[src/design/prld_pkg.sv]
// Package for the PCX line decoder: widths, limits, register indexes,
// and the item type that goes from the front part to the back part.
// No dependencies.
`default_nettype none

package prld_pkg;

	localparam int MAX_LINE = 4096;
	localparam int MAX_ROWS = 4096;

	localparam int CFG_W   = 13;
	localparam int CNT_W   = 6;
	localparam int COORD_W = 12;
	localparam int PIX_W   = 8;

	localparam logic [PIX_W-1:0] RUN_MASK  = 8'hC0;
	localparam logic [PIX_W-1:0] COUNT_MASK = 8'h3F;

	localparam logic [CFG_W-1:0] MAX_LINE_C = CFG_W'(MAX_LINE);
	localparam logic [CFG_W-1:0] MAX_ROWS_C = CFG_W'(MAX_ROWS);

	localparam logic [CFG_W-1:0] RST_IMAGE_WIDTH  = CFG_W'(320);
	localparam logic [CFG_W-1:0] RST_LINE_BYTES   = CFG_W'(320);
	localparam logic [CFG_W-1:0] RST_IMAGE_HEIGHT = CFG_W'(200);

	typedef enum logic [1:0] {
		REG_IMAGE_WIDTH  = 2'd0,
		REG_LINE_BYTES   = 2'd1,
		REG_IMAGE_HEIGHT = 2'd2
	} prld_reg_t;

	// One decoded byte: a span of stored pixels on one row, or none.
	typedef struct packed {
		logic [COORD_W-1:0] start_col;
		logic [COORD_W-1:0] row;
		logic [PIX_W-1:0]   value;
		logic [CNT_W-1:0]   num_pix;
		logic               done;
	} prld_item_t;

endpackage

`default_nettype wire

[src/design/prld_front.sv]
// Front part of the PCX line decoder: holds the configuration registers,
// classifies each byte and tracks line position and row. Uses prld_pkg.
`default_nettype none

module prld_front import prld_pkg::*; (
	input  wire logic               clk,
	input  wire logic               arst_n,
	input  wire logic               cfg_we,
	input  wire logic [1:0]         cfg_index,
	input  wire logic [CFG_W-1:0]   cfg_data,
	input  wire logic               in_valid,
	output logic                    in_ready,
	input  wire logic [PIX_W-1:0]   code_byte,
	input  wire logic               frame_start,
	output logic                    push,
	output prld_item_t              push_item,
	input  wire logic               q_full
);

	logic [CFG_W-1:0] width_q, lbytes_q, height_q;
	logic             await_q;
	logic [CNT_W-1:0] pend_q;
	logic [CFG_W-1:0] pos_q, row_q;
	logic             fin_q;

	logic             aw, fin0, fin1, have, line_end;
	logic [CNT_W-1:0] pc, count;
	logic [CFG_W-1:0] pos, rw, lb, w, h, room, adv, wroom, nstore, newpos, row_inc;
	logic             aw_n, fin_n;
	logic [CNT_W-1:0] pc_n;
	logic [CFG_W-1:0] pos_n, row_n;

	assign in_ready = !q_full;
	assign push     = in_valid && in_ready;

	always_ff @(posedge clk or negedge arst_n) begin
		if (!arst_n) begin
			width_q  <= RST_IMAGE_WIDTH;
			lbytes_q <= RST_LINE_BYTES;
			height_q <= RST_IMAGE_HEIGHT;
		end else if (cfg_we) begin
			unique case (prld_reg_t'(cfg_index))
				REG_IMAGE_WIDTH:  width_q  <= cfg_data;
				REG_LINE_BYTES:   lbytes_q <= cfg_data;
				REG_IMAGE_HEIGHT: height_q <= cfg_data;
				default: ;
			endcase
		end
	end

	always_comb begin
		// frame start clears position before the byte is decoded
		aw   = frame_start ? 1'b0 : await_q;
		pc   = frame_start ? '0 : pend_q;
		pos  = frame_start ? '0 : pos_q;
		rw   = frame_start ? '0 : row_q;
		fin0 = frame_start ? 1'b0 : fin_q;

		lb = (lbytes_q > MAX_LINE_C) ? MAX_LINE_C : lbytes_q;
		w  = (width_q < lb) ? width_q : lb;
		h  = (height_q > MAX_ROWS_C) ? MAX_ROWS_C : height_q;

		fin1 = fin0 || (rw >= h);

		aw_n  = aw;
		pc_n  = pc;
		count = '0;
		have  = 1'b0;
		if (!fin1) begin
			if (aw) begin
				count = pc;
				have  = 1'b1;
				aw_n  = 1'b0;
				pc_n  = '0;
			end else if ((code_byte & RUN_MASK) == RUN_MASK) begin
				aw_n = 1'b1;
				pc_n = CNT_W'(code_byte & COUNT_MASK);
			end else begin
				count = CNT_W'(1);
				have  = 1'b1;
			end
		end

		room   = (pos < lb) ? (lb - pos) : '0;
		adv    = ({{(CFG_W-CNT_W){1'b0}}, count} < room) ?
			{{(CFG_W-CNT_W){1'b0}}, count} : room;
		wroom  = (pos < w) ? (w - pos) : '0;
		nstore = (adv < wroom) ? adv : wroom;
		newpos = pos + adv;
		row_inc = rw + CFG_W'(1);
		line_end = have && (newpos >= lb);

		pos_n = pos;
		row_n = rw;
		fin_n = fin1;
		if (have) begin
			pos_n = newpos;
			if (line_end) begin
				pos_n = '0;
				row_n = row_inc;
				if (row_inc >= h) fin_n = 1'b1;
			end
		end

		push_item.start_col = pos[COORD_W-1:0];
		push_item.row       = rw[COORD_W-1:0];
		push_item.value     = code_byte;
		push_item.num_pix   = have ? nstore[CNT_W-1:0] : '0;
		push_item.done      = fin_n;
	end

	always_ff @(posedge clk or negedge arst_n) begin
		if (!arst_n) begin
			await_q <= 1'b0;
			pend_q  <= '0;
			pos_q   <= '0;
			row_q   <= '0;
			fin_q   <= 1'b0;
		end else if (push) begin
			await_q <= aw_n;
			pend_q  <= pc_n;
			pos_q   <= pos_n;
			row_q   <= row_n;
			fin_q   <= fin_n;
		end
	end

endmodule

`default_nettype wire

[src/design/prld_queue.sv]
// Two-entry show-ahead queue between the front and back parts of the
// PCX line decoder. Uses prld_pkg for the item type.
`default_nettype none

module prld_queue import prld_pkg::*; (
	input  wire logic       clk,
	input  wire logic       arst_n,
	input  wire logic       push,
	input  wire prld_item_t push_item,
	output logic            full,
	input  wire logic       pop,
	output logic            head_valid,
	output prld_item_t      head_item
);

	prld_item_t mem_q [2];
	logic       wr_ptr_q, rd_ptr_q;
	logic [1:0] cnt_q;

	assign full       = (cnt_q == 2'd2);
	assign head_valid = (cnt_q != 2'd0);
	assign head_item  = mem_q[rd_ptr_q];

	always_ff @(posedge clk) begin
		if (push) mem_q[wr_ptr_q] <= push_item;
	end

	always_ff @(posedge clk or negedge arst_n) begin
		if (!arst_n) begin
			wr_ptr_q <= 1'b0;
			rd_ptr_q <= 1'b0;
			cnt_q    <= '0;
		end else begin
			if (push) wr_ptr_q <= !wr_ptr_q;
			if (pop)  rd_ptr_q <= !rd_ptr_q;
			case ({push, pop})
				2'b10:   cnt_q <= cnt_q + 2'd1;
				2'b01:   cnt_q <= cnt_q - 2'd1;
				default: cnt_q <= cnt_q;
			endcase
		end
	end

endmodule

`default_nettype wire

[src/design/prld_back.sv]
// Back part of the PCX line decoder: expands each queued item into its
// pixels, one per cycle unless out_ready stalls, into the output register. Uses prld_pkg.
`default_nettype none

module prld_back import prld_pkg::*; (
	input  wire logic               clk,
	input  wire logic               arst_n,
	input  wire logic               head_valid,
	input  wire prld_item_t         head_item,
	output logic                    pop,
	output logic                    out_valid,
	input  wire logic               out_ready,
	output logic                    pixel_valid,
	output logic [PIX_W-1:0]        pixel_value,
	output logic [COORD_W-1:0]      column,
	output logic [COORD_W-1:0]      row,
	output logic                    last_of_item,
	output logic                    image_done
);

	logic [CNT_W-1:0] idx_q;
	logic             ovalid_q;
	logic             load, empty_span, last;

	always_comb begin
		load       = head_valid && (!ovalid_q || out_ready);
		empty_span = (head_item.num_pix == '0);
		last       = empty_span || (idx_q == head_item.num_pix - CNT_W'(1));
		pop        = load && last;
	end

	always_ff @(posedge clk or negedge arst_n) begin
		if (!arst_n) begin
			idx_q    <= '0;
			ovalid_q <= 1'b0;
		end else begin
			if (load) begin
				ovalid_q <= 1'b1;
				idx_q    <= last ? '0 : idx_q + CNT_W'(1);
			end else if (out_ready) begin
				ovalid_q <= 1'b0;
			end
		end
	end

	// payload: no reset needed
	always_ff @(posedge clk) begin
		if (load) begin
			pixel_valid  <= !empty_span;
			pixel_value  <= empty_span ? '0 : head_item.value;
			column       <= empty_span ? '0 :
				head_item.start_col + {{(COORD_W-CNT_W){1'b0}}, idx_q};
			row          <= empty_span ? '0 : head_item.row;
			last_of_item <= last;
			image_done   <= head_item.done;
		end
	end

	assign out_valid = ovalid_q;

endmodule

`default_nettype wire

[src/design/pcx_rle_line_decoder_top.sv]
// Top level of the PCX 8-bit run-length line decoder.
// Instantiates prld_front, prld_queue and prld_back; uses prld_pkg.
//
//   channel | handshake                   | payload
//   --------+-----------------------------+---------------------------------------
//   in      | in_valid / in_ready         | code_byte, frame_start
//   out     | out_valid / out_ready       | pixel_valid, pixel_value, column, row,
//           |                             | last_of_item, image_done
//   cfg     | cfg_we (no wait)            | cfg_index, cfg_data
//
// The front takes one byte per cycle while the two-entry queue has room.
// The back sends one result per cycle while out_ready is high: one for
// each stored pixel of a byte (up to 63), or one for a byte with none.
// The back's expansion counter sets the sustained rate. Reset loads width
// 320, line bytes 320, height 200 and clears position; out_ready low holds
// the output register and fills the queue, after which in_ready drops.
`default_nettype none

module pcx_rle_line_decoder_top import prld_pkg::*; (
	input  wire logic               clk,
	input  wire logic               arst_n,
	input  wire logic               cfg_we,
	input  wire logic [1:0]         cfg_index,
	input  wire logic [CFG_W-1:0]   cfg_data,
	input  wire logic               in_valid,
	output logic                    in_ready,
	input  wire logic [PIX_W-1:0]   code_byte,
	input  wire logic               frame_start,
	output logic                    out_valid,
	input  wire logic               out_ready,
	output logic                    pixel_valid,
	output logic [PIX_W-1:0]        pixel_value,
	output logic [COORD_W-1:0]      column,
	output logic [COORD_W-1:0]      row,
	output logic                    last_of_item,
	output logic                    image_done
);

	logic       push, q_full, pop, head_valid;
	prld_item_t push_item, head_item;

	prld_front u_front (
		.clk        (clk),
		.arst_n     (arst_n),
		.cfg_we     (cfg_we),
		.cfg_index  (cfg_index),
		.cfg_data   (cfg_data),
		.in_valid   (in_valid),
		.in_ready   (in_ready),
		.code_byte  (code_byte),
		.frame_start(frame_start),
		.push       (push),
		.push_item  (push_item),
		.q_full     (q_full)
	);

	prld_queue u_queue (
		.clk       (clk),
		.arst_n    (arst_n),
		.push      (push),
		.push_item (push_item),
		.full      (q_full),
		.pop       (pop),
		.head_valid(head_valid),
		.head_item (head_item)
	);

	prld_back u_back (
		.clk         (clk),
		.arst_n      (arst_n),
		.head_valid  (head_valid),
		.head_item   (head_item),
		.pop         (pop),
		.out_valid   (out_valid),
		.out_ready   (out_ready),
		.pixel_valid (pixel_valid),
		.pixel_value (pixel_value),
		.column      (column),
		.row         (row),
		.last_of_item(last_of_item),
		.image_done  (image_done)
	);

endmodule

`default_nettype wire
[config.mk]
export PLATFORM = sky130hd
export DESIGN_NAME = pcx_rle_line_decoder_top
export DESIGN_NICKNAME = d
export VERILOG_FILES = /design/src/design/prld_pkg.sv /design/src/design/prld_front.sv /design/src/design/prld_queue.sv /design/src/design/prld_back.sv /design/src/design/pcx_rle_line_decoder_top.sv
export SDC_FILE = /design/constraint.sdc
export NUM_CORES = 1
export LEC_CHECK = 0
export ABC_AREA = 1
export BUFFER_PORTS_ARGS = -buffer_cell sky130_fd_sc_hd__buf_2
export CORE_ASPECT_RATIO = 0.8
export CORE_UTILIZATION = 40
export DETAILED_ROUTE_END_ITERATION = 10
export GPL_TIMING_DRIVEN = 0
export HOLD_SLACK_MARGIN = 0.02
export PLACE_DENSITY = 0.66
export SLEW_MARGIN = 15
export SYNTH_ARGS = -nofsm -noshare
export SYNTH_HDL_FRONTEND = slang
export SYNTH_SLANG_ARGS = --single-unit
[constraint.sdc]
create_clock -name clk -period 8 [get_ports clk]
set_input_delay 1.6 -clock clk [delete_from_list [all_inputs] [get_ports clk]]
set_output_delay 1.6 -clock clk [all_outputs]
set_load 0.02 [all_outputs]
## Word level (Yosys, flattened, before mapping)

Memory sizes are Yosys's and may differ from the RTL's.
Cells that the tools add are included.

| cells by class | value |
|---|---|
| reductions and logical operators | 20 |
| $add $sub $neg | 9 |
| $lt $le $gt $ge | 10 |
| mux-type cells | 38 |
| equal/unequal tests | 7 |

Operator list:

| operator | number |
|---|---|
| 13-bit two-way mux | 12 |
| 6-bit two-way mux | 9 |
| 13-bit less-than comparator | 4 |
| 13-bit greater-or-equal comparator | 3 |
| 13-bit > comparator, second input constant | 2 |
| 13-bit subtractor | 2 |
| 1-bit two-way mux | 16 |
| 13-bit by 1-bit adder with 13-bit output, second input constant | 1 |
| 13-bit adder | 1 |
| 6-bit by 13-bit less-than comparator with 1-bit output | 1 |
| 12-bit by 6-bit adder with 12-bit output | 1 |
| 2-bit == test, second input constant | 4 |
| 6-bit by 1-bit adder with 6-bit output, second input constant | 1 |
| 6-bit == test | 1 |
| 6-bit zero test | 1 |
| 2-bit AND reduction | 3 |
| 2-bit nonzero test | 3 |
| 6-bit by 1-bit subtractor with 6-bit output, second input constant | 1 |
| 1-bit zero test | 5 |
| 2-bit by 1-bit == test with 1-bit output, second input constant | 2 |
| 1-bit logical AND | 4 |
| 2-bit one-hot mux with 2 select lines | 1 |
| 1-bit logical OR | 3 |
| 2-bit by 1-bit adder with 2-bit output, second input constant | 1 |
| other kinds (2) | 2 |

| word-level totals | value |
|---|---|
| output and inout bits | 37 |
| register bits | 119 |
| logic and storage cells | 104 |
| bits in writable memories | 78 |
| memories kept | 1 |
| input port bits | 29 |

Memories:

| memory | depth | bits a word | rd ports | clocked after memory_dff | wr ports | line | RTL |
|---|---|---|---|---|---|---|---|
| u_queue.mem_q | 2 | 39 | 1 | 0 | 1 | prld_queue.sv:16 | `prld_item_t mem_q [2];` |

## Depth between registers and ports, before layout

Gate-level depths: netlist (run 1).

| logic depth | value |
|---|---|
| depth after elaboration | 12 |
| depth in mapped cells | 53 |

## Modules after synthesis

A second synthesis (run 1) with hierarchy kept.

| second synthesis, totals | value |
|---|---|
| cells, all modules | 1581 |
| area, all modules | 12779.8 um^2 |

Modules (own cells, without submodules):

| module | times used | area each (um^2) | cells an instance | seq. area each (um^2) |
|---|---|---|---|---|
| prld_front | 1 | 7472.2 | 1111 | 1835.5 |
| prld_queue | 1 | 3114.2 | 228 | 2442.3 |
| prld_back | 1 | 2193.4 | 242 | 1226.2 |

## Worst setup path before layout (run 1)

No wires, ideal clock.

| timing | value |
|---|---|
| path type | in2reg |
| start point | in frame_start |
| end point | reg u_front.row_q[1] |
| data arrival time | 7.934 ns |
| path buffers | 6 |
| required time | 7.867 ns |
| stages on the path | 47 |
| slack | -0.068 ns |
| cell sequence | buf_4 -> clkbuf_1 -> clkbuf_1 -> nor2_1 -> inv_1 -> ha_1 -> nand2_1 -> nor2_2 -> nand2_1 -> nand3_2 -> nand2_1 -> nand2_1 -> nand2_2 -> buf_6 -> nor3b_1 -> inv_1 -> ha_1 -> a21oi_1 -> [11 not listed] -> nand2_1 -> o311ai_0 -> nand2_1 -> o21ai_0 -> a21oi_1 -> nor2_1 -> nor2_1 -> xor2_1 -> ha_1 -> nand2_1 -> nor4_1 -> o21ai_0 -> o311a_1 -> nor2_1 -> inv_1 -> clkbuf_1 -> o211ai_1 -> o21ai_0 |

RTL lines:

| what | line | RTL |
|---|---|---|
| from (decl) | pcx_rle_line_decoder_top.sv:28 | `input wire logic frame_start,` |
| to (signal assigned) | prld_front.sv:123 | `row_q <= row_n;` |
| to (decl) | prld_front.sv:23 | `logic [CFG_W-1:0] pos_q, row_q;` |

==> results of run 1 <==
-- timing repair --
action	4_1_cts	5_1_grt
gates cloned	0	2
setup buffers	12	26
pin swaps	16	26
resized for setup	78	76
hold buffers	0	0
setup endpoints to repair	29	41
-- cell usage in the layout, fill, tap and decap left out, types with 5 or more instances in the layout --
cell type	Yosys	final
nand2_1	330	320
o21ai_1	6	7
nor3_1	11	10
a21oi_1	127	120
inv_1	205	186
clkbuf_16	0	19
ha_4	0	13
buf_2	5	67
mux2i_1	5	5
inv_2	6	23
nand3_1	53	51
o21ai_0	98	91
dfstp_2	7	7
edfxtp_1	113	113
nor2_1	142	116
nand3_2	5	7
o211ai_1	5	5
xor2_1	35	34
buf_4	1	39
conb_1	1	13
nor2_4	2	24
nor4_1	8	6
o22ai_1	5	5
ha_1	116	102
nand4_1	14	14
xnor2_1	6	6
o32ai_1	7	7
dfrtp_1	77	77
nand2_2	5	14
clkbuf_1	25	25
a21oi_2	2	6
clkinvlp_4	0	5
buf_6	2	8
or2_2	10	10
nor2_2	10	14
-- metrics by stage --
stage | cells | TNS, ps | power [W]
floorplan | 1499 | 0 | 0.00412
global placement | 1977 | -50530 | 0.00489
detailed placement | 1981 | -51620 | 0.00501
CTS | 2025 | 0 | 0.00596
global route | 2053 | -3170 | 0.00673
finish | 2053 | 0 | 0.00622
-- power breakdown --
group | internal (W) | switching [W]
clock network | 0.000405 | 0.000388
registers | 0.00154 | 0.000131
logic | 0.00137 | 0.00239
-- cell type report --
class	count	area share, %
multi-input cells	1055	44.2
flip-flops and latches	197	36.9
inverters	212	5.40
repair buffers	109	5.02
well taps	413	3.46
clock buffers	20	2.93
plain buffers	35	1.47
clock inverters	12	0.654
-- worst paths after layout --
path | slack (ps) | to
setup reg to reg | 680 | u_queue.mem_q[1][0]
hold reg to reg | 500 | u_front.height_q[12]
max in group asynchronous | 6260 | u_queue.cnt_q[1]
setup / recovery | 180 | u_queue.mem_q[1][0]
hold / removal | 500 | u_front.height_q[12]
min in group asynchronous | 1100 | u_front.width_q[9]
-- per-layer routing --
metal	routed length (µm)	vias up
met3	1740	34
li1	-	5228
met2	14100	313
met1	16300	5028
met5	13	-
met4	531	2
-- critical path: cells and delay by family --
kind                     cells  cell delay [ps]
AND/OR/NAND/NOR             21             1880
AO/OA/AOI/OAI               11             1560
buffers and inverters       10             1390
adder cells (fa/ha/maj)      4             1330
XOR/XNOR                     1              200
-- cells by family (layout without fill, tap and decap cells) --
| kind of cell | count (synthesis) | in the layout | synth area share [%] |
|---|---|---|---|
| other cells | 1 | 13 | 0.0301 |
| compound gates | 276 | 276 | 12.2 |
| fa+ha+maj | 120 | 120 | 12.3 |
| xor+xnor | 41 | 41 | 2.88 |
| flops | 197 | 197 | 44.2 |
| buf+inv | 247 | 388 | 7.65 |
| simple gates | 600 | 600 | 20.4 |
| mux | 5 | 5 | 0.402 |
-- sequential cells by signal, summed over array words and instances (netlist names), 2 cells and up --
| name | count |
|---|---|
| u_front.pend_q | 6 |
| u_queue.cnt_q | 2 |
| u_front.pos_q | 13 |
| u_front.lbytes_q | 13 |
| u_back.idx_q | 6 |
| u_front.width_q | 13 |
| u_front.row_q | 13 |
| u_queue.mem_q | 78 |
| u_back.row | 12 |
| u_back.pixel_value | 8 |
| u_front.height_q | 13 |
| u_back.column | 12 |
==> results.md, run 1 <==
* Detailed Route WL at 32.7 mm
* GR met1 Demand/Resource at about a third
* Area Overhead vs Synth at 19.9%
* Pin count of the biggest net entering global routing at 54
* Crit Path Max Fanout at 10
* Final Cycle Share at a little over nine tenths
* CTS Buf Count at 17
* I/O pins at 66
* PortBufs at 65
* Drt via density at between 5 and 6
* Share of layout cells above drive strength 1 at between 10% and 20%
* Power Dens Cells at 417 nW/µm²
* Leak at ~7 nW
* Drt drc at 0
* CP startpoint: frame_start
* Dominant synthesized flop cell: edfxtp_1
* Final nets at around 1,800
* CTS tree: done
* Synthesis Warnings at 0
* Synthesis-stage register bit count at about 200
* Total GRT Usage at between 20% and 30%
* Max stage delay on crit path at roughly 400 ps
* DP HPWL at between 20 and 25 mm
* Global route overflow at 0
* Top-area cell type share of the netlist area at a little over a quarter
* Max_slew headroom at 53.3%
* Die height at between 150 and 200 µm
* Post-route setup slack at approximately 180 ps
* Top cells by count, synth: nand2_1 (330), inv_1 (205), nor2_1 (142), a21oi_1 (127), ha_1 (116)
* Vias in the first global route at about 9,500
* Most used routing layer: met1
* Clock latency on the worst-skew pair at ~440 ps
* Final Critical Period at roughly 7800 ps
* Core Rows at 57
* GP Congestion at 0.911
* Post-synthesis sequential area ratio at 44.2%
* Max Slew Vio Count at 0
* Routed vias at around 11,000
* Peak supply drop at ~0.23 mV
* H-tree levels at 4
* Final setup vio count at 0
* FF+latch area at around 5500 µm²
* Startpoint Class: input pin
* Hold path depth at 2
* Run status: finished, final reports clean
* CTS root buffer: clkbuf_16
* Async S/R FF share, synth at a little over two fifths
* CTS sink count at roughly 200
* Hold path start: u_front.height_q[12]
* Chip Width at between 150 and 200 µm
* Synth area leader: edfxtp_1
* Hold WS at about 500 ps
* Routed len/inst at 15.9 µm
* Hold/Removal Path Class: reg2reg
* Dpl ws at -1970 ps
* First-pass GRT wire length at between 50 and 60 mm
* Starting Density at between 40% and 50%
* Post-synth EDFFs at between 100 and 150
* Worst path most repeated cell: nand2_1
* # diodes at 0
* Clock transition at path regs at approximately 70 ps
* GR met2 Demand/Resource at just under 30%
* Mapped cell area at about 12,000 µm²
* Placed Instance Area at 13,500 µm²
* Fmax at approximately 0.13 GHz
* Final Hold Fails at 0
* Global routing usage on met3 at 3.06%
* Most numerous cell in the Yosys netlist: nand2_1
* # fillers at between 2,000 and 3,000
* Max-Cap Viols at 0
* Clock tree buffer depth at 2
* Distinct cell type count after synthesis at 54
* Antenna-violating nets left at 0
* Critical path arrival at 8000 ps
* Final Cell Area at 14,900 µm²
* DR iter-0 viols at between 800 and 900
* Cells taking the most area after synthesis: edfxtp_1 (27%), dfrtp_1 (15%), ha_1 (12%)
* Max stage delay cell, worst path: fa_2
* Initial antenna violation count at 1
* DIE AREA at 31,800 µm²
* Type of the worst setup path: in2reg
* Critical R2R Launch: u_front.height_q[5]
* CP endpoint kind: flop
* WP data required at a little over 8000 ps
* Area of the core at ~30,000 µm²
* DRT Pass-1 Iters at 7
* Worst slew pin tran at 698 ps
* Multi-input logic area at 6600 µm²
* Clock skew at between 10 and 15 ps
* Mean post-synth cell area at about 8.4 µm²
* Core Util, Final at roughly half
* Cell count after synthesis at approximately 1,500
* Number of cells on the worst reg-to-reg path at 50
(Power assumes the default switching activity.)
==> inputs of run 2 (changes only) <==
- ABC_CLOCK_PERIOD_IN_PS: not set -> 8000
- CORE_UTILIZATION: 40 -> 45
- PLACE_DENSITY: 0.66 -> 0.72
==> results.md, run 2 (synthesis results as in run 1) <==
* PortBufs at 65 (unchanged)
* Max_slew headroom at 36.1% (was 53.3%)
* Max-Cap Viols at 0 (unchanged)
* Share of layout cells above drive strength 1 at 17.1% (was 17.9%)
* CTS Buf Count at 17 (unchanged)
* CTS root buffer: clkbuf_16 (unchanged)
* Max FFs per register at 78 (unchanged)
* Commonest non-fill, non-tap cells in the layout: nand2_1 (323), inv_1 (186), a21oi_1 (120) (was nand2_1 (320), inv_1 (186), a21oi_1 (120))
* Final Cell Area at 14,800 µm² (was 14,900 µm²)
* Run status: finished, final reports clean (unchanged)
* CP endpoint kind: flop (unchanged)
* Chip Width at 188 µm (was 199 µm)
* Hold path depth at 2 (unchanged)
* Final Critical Period at 7740 ps (was 7820 ps)
* Starting Density at 45.7% (was 40.9%)
* Type of the worst setup path: in2reg (unchanged)
* Pin count of the biggest net entering global routing at 56 (was 54)
* Power Dens Cells at 419 nW/µm² (was 417 nW/µm²)
* Routed len/inst at 15.8 µm (was 15.9 µm)
* Worst path most repeated cell: nand2_1 (unchanged)
* Critical R2R Launch: u_front.height_q[5] (unchanged)
* Antenna-violating nets left at 0 (unchanged)
* Max Slew Vio Count at 0 (unchanged)
* First-pass GRT wire length at 50.5 mm (was 50.6 mm)
* Vias in the first global route at 9,831 (was 9,478)
* I/O pins at 66 (unchanged)
* Core Rows at 54 (was 57)
* Leak at 6.82 nW (was 6.86 nW)
* Hold_buf cts at 0 (unchanged)
* Reg with most FFs: u_queue.mem_q (unchanged)
* Clock transition at path regs at 70 ps (about the same)
* Placed Instance Area at 13,400 µm² (was 13,500 µm²)
* End of the worst register-to-register path: u_front.row_q[8] (was u_queue.mem_q[1][0])
* Core Util, Final at 54.3% (was 49.0%)
* WHS Endpoint: u_front.lbytes_q[8] (was u_front.height_q[12])
* CTS tree: done (unchanged)
* Drt via density at 5.32 (was 5.17)
* DRT Pass-1 Iters at 5 (was 7)
* DR iter-0 viols at 861 (was 828)
* Max stage delay cell, worst path: fa_2 (unchanged)
* GP Congestion at 0.949 (was 0.911)
* Area Overhead vs Synth at 18.7% (was 19.9%)
* Multi-input logic area at 6550 µm² (was 6600 µm²)
* Worst slew pin tran at 934 ps (was 698 ps)
* RSZ-0062 raised after global routing: true
* Detailed Route WL at 31.5 mm (was 32.7 mm)
* Peak supply drop at 0.264 mV (was 0.234 mV)
* Fmax at 0.129 GHz (was 0.128 GHz)
* Clock tree buffer depth at 2 (unchanged)
* Commonest non-fill, non-tap cell in the layout: nand2_1 (unchanged)
* Initial antenna violation count at 0 (was 1)
* Hold/Removal Path Class: reg2reg (unchanged)
* Critical path arrival at 8050 ps (was 8000 ps)
* Area of the core at 27,200 µm² (was 30,500 µm²)
* Clock latency on the worst-skew pair at 450 ps (was 440 ps)
* Startpoint Class: input pin (unchanged)
* Hold path start: u_front.lbytes_q[8] (was u_front.height_q[12])
* Routed vias at 10,600 (about the same)
* WP data required at 8300 ps (was 8190 ps)
* # diodes at 0 (unchanged)
* H-tree levels at 4 (unchanged)
* DP HPWL at 23.6 mm (was 24.2 mm)
* Final nets at 1,766 (was 1,776)
* CTS sink count at 197 (unchanged)
* R2R setup slack at 590 ps (was 680 ps)
* DIE AREA at 28,300 µm² (was 31,800 µm²)
* Final Hold Fails at 0 (unchanged)
* Clock skew at 15.2 ps (was 11.8 ps)
* FF+latch area at 5500 µm² (unchanged)
* Number of cells on the worst reg-to-reg path at 50 (unchanged)
* Die height at 151 µm (was 160 µm)
* # fillers at 2,384 (was 2,854)
* Crit Path Max Fanout at 12 (was 10)
* Drt drc at 0 (unchanged)
* Final Cycle Share at 96.8% (was 97.7%)
* Max stage delay on crit path at 400 ps (about the same)
* Total GRT Usage at 22.8% (was 20.3%)
* Global route overflow at 0 (unchanged)
* Final setup vio count at 0 (unchanged)
-- run 2: routing by layer --
layer	vias to the layer above	GRT usage, %	share of wire (%)
li1	5220	-	-
met1	4956	32.3	47
met2	393	35.8	44
met3	38	4.70	7.2
met4	0	5.65	1.6
met5	-	0	0
-- run 2: timing repair --
action / CTS / global route
setup endpoints to repair: 29 / 29
gates resized for setup: 84 / 57
buffers inserted: 16 / 13
gates cloned: 0 / 3
pin swaps: 18 / 24
-- run 2: per-stage QoR --
step	hold WS (ps)	setup TNS (ps)	setup slack (ps)	total power, W	instances
floorplan	453	0	33.7	0.00412	1499
global placement	467	-48320	-1920	0.00485	1928
detailed placement	497	-48190	-1910	0.00498	1932
CTS	508	0	0.804	0.00599	1979
global route	532	-604	-83.9	0.00670	1993
finish	510	0	257	0.00619	1993
-- run 2: worst max-delay path by stage --
stage / start / cells past startpoint / endpoint / slack (ps)
final: frame_start / 45 / u_front.row_q[8] / 260
after global routing: frame_start / 48 / u_front.row_q[8] / -80
after global placement: frame_start / 46 / u_front.row_q[4] / -1920
after floorplan: frame_start / 47 / u_front.row_q[1] / 30
after CTS: frame_start / 49 / u_front.row_q[4] / 0.8
after detailed placement: frame_start / 46 / u_front.row_q[4] / -1910
-- run 2: critical path, delay by kind of cell --
kind	cells	cell delay, ps
fa+ha+maj	5	1490
buf+inv	9	1120
xor+xnor	2	340
simple gates	20	2230
compound gates	9	1220
-- run 2: final cells by class --
class	count	share of cell area, %
plain buffers	33	1.43
clock buffers	18	2.91
clock inverters	13	0.991
inverters	212	5.44
multi-input cells	1055	44.3
flip-flops and latches	197	37.3
well taps	364	3.08
repair buffers	101	4.57
-- run 2: where the power goes --
| group | switching [W] | leakage (nW) | internal, W |
|---|---|---|---|
| sequential | 0.000131 | 2.13 | 0.00154 |
| clock | 0.000398 | 0.276 | 0.000439 |
| combinational | 0.00236 | 4.42 | 0.00132 |
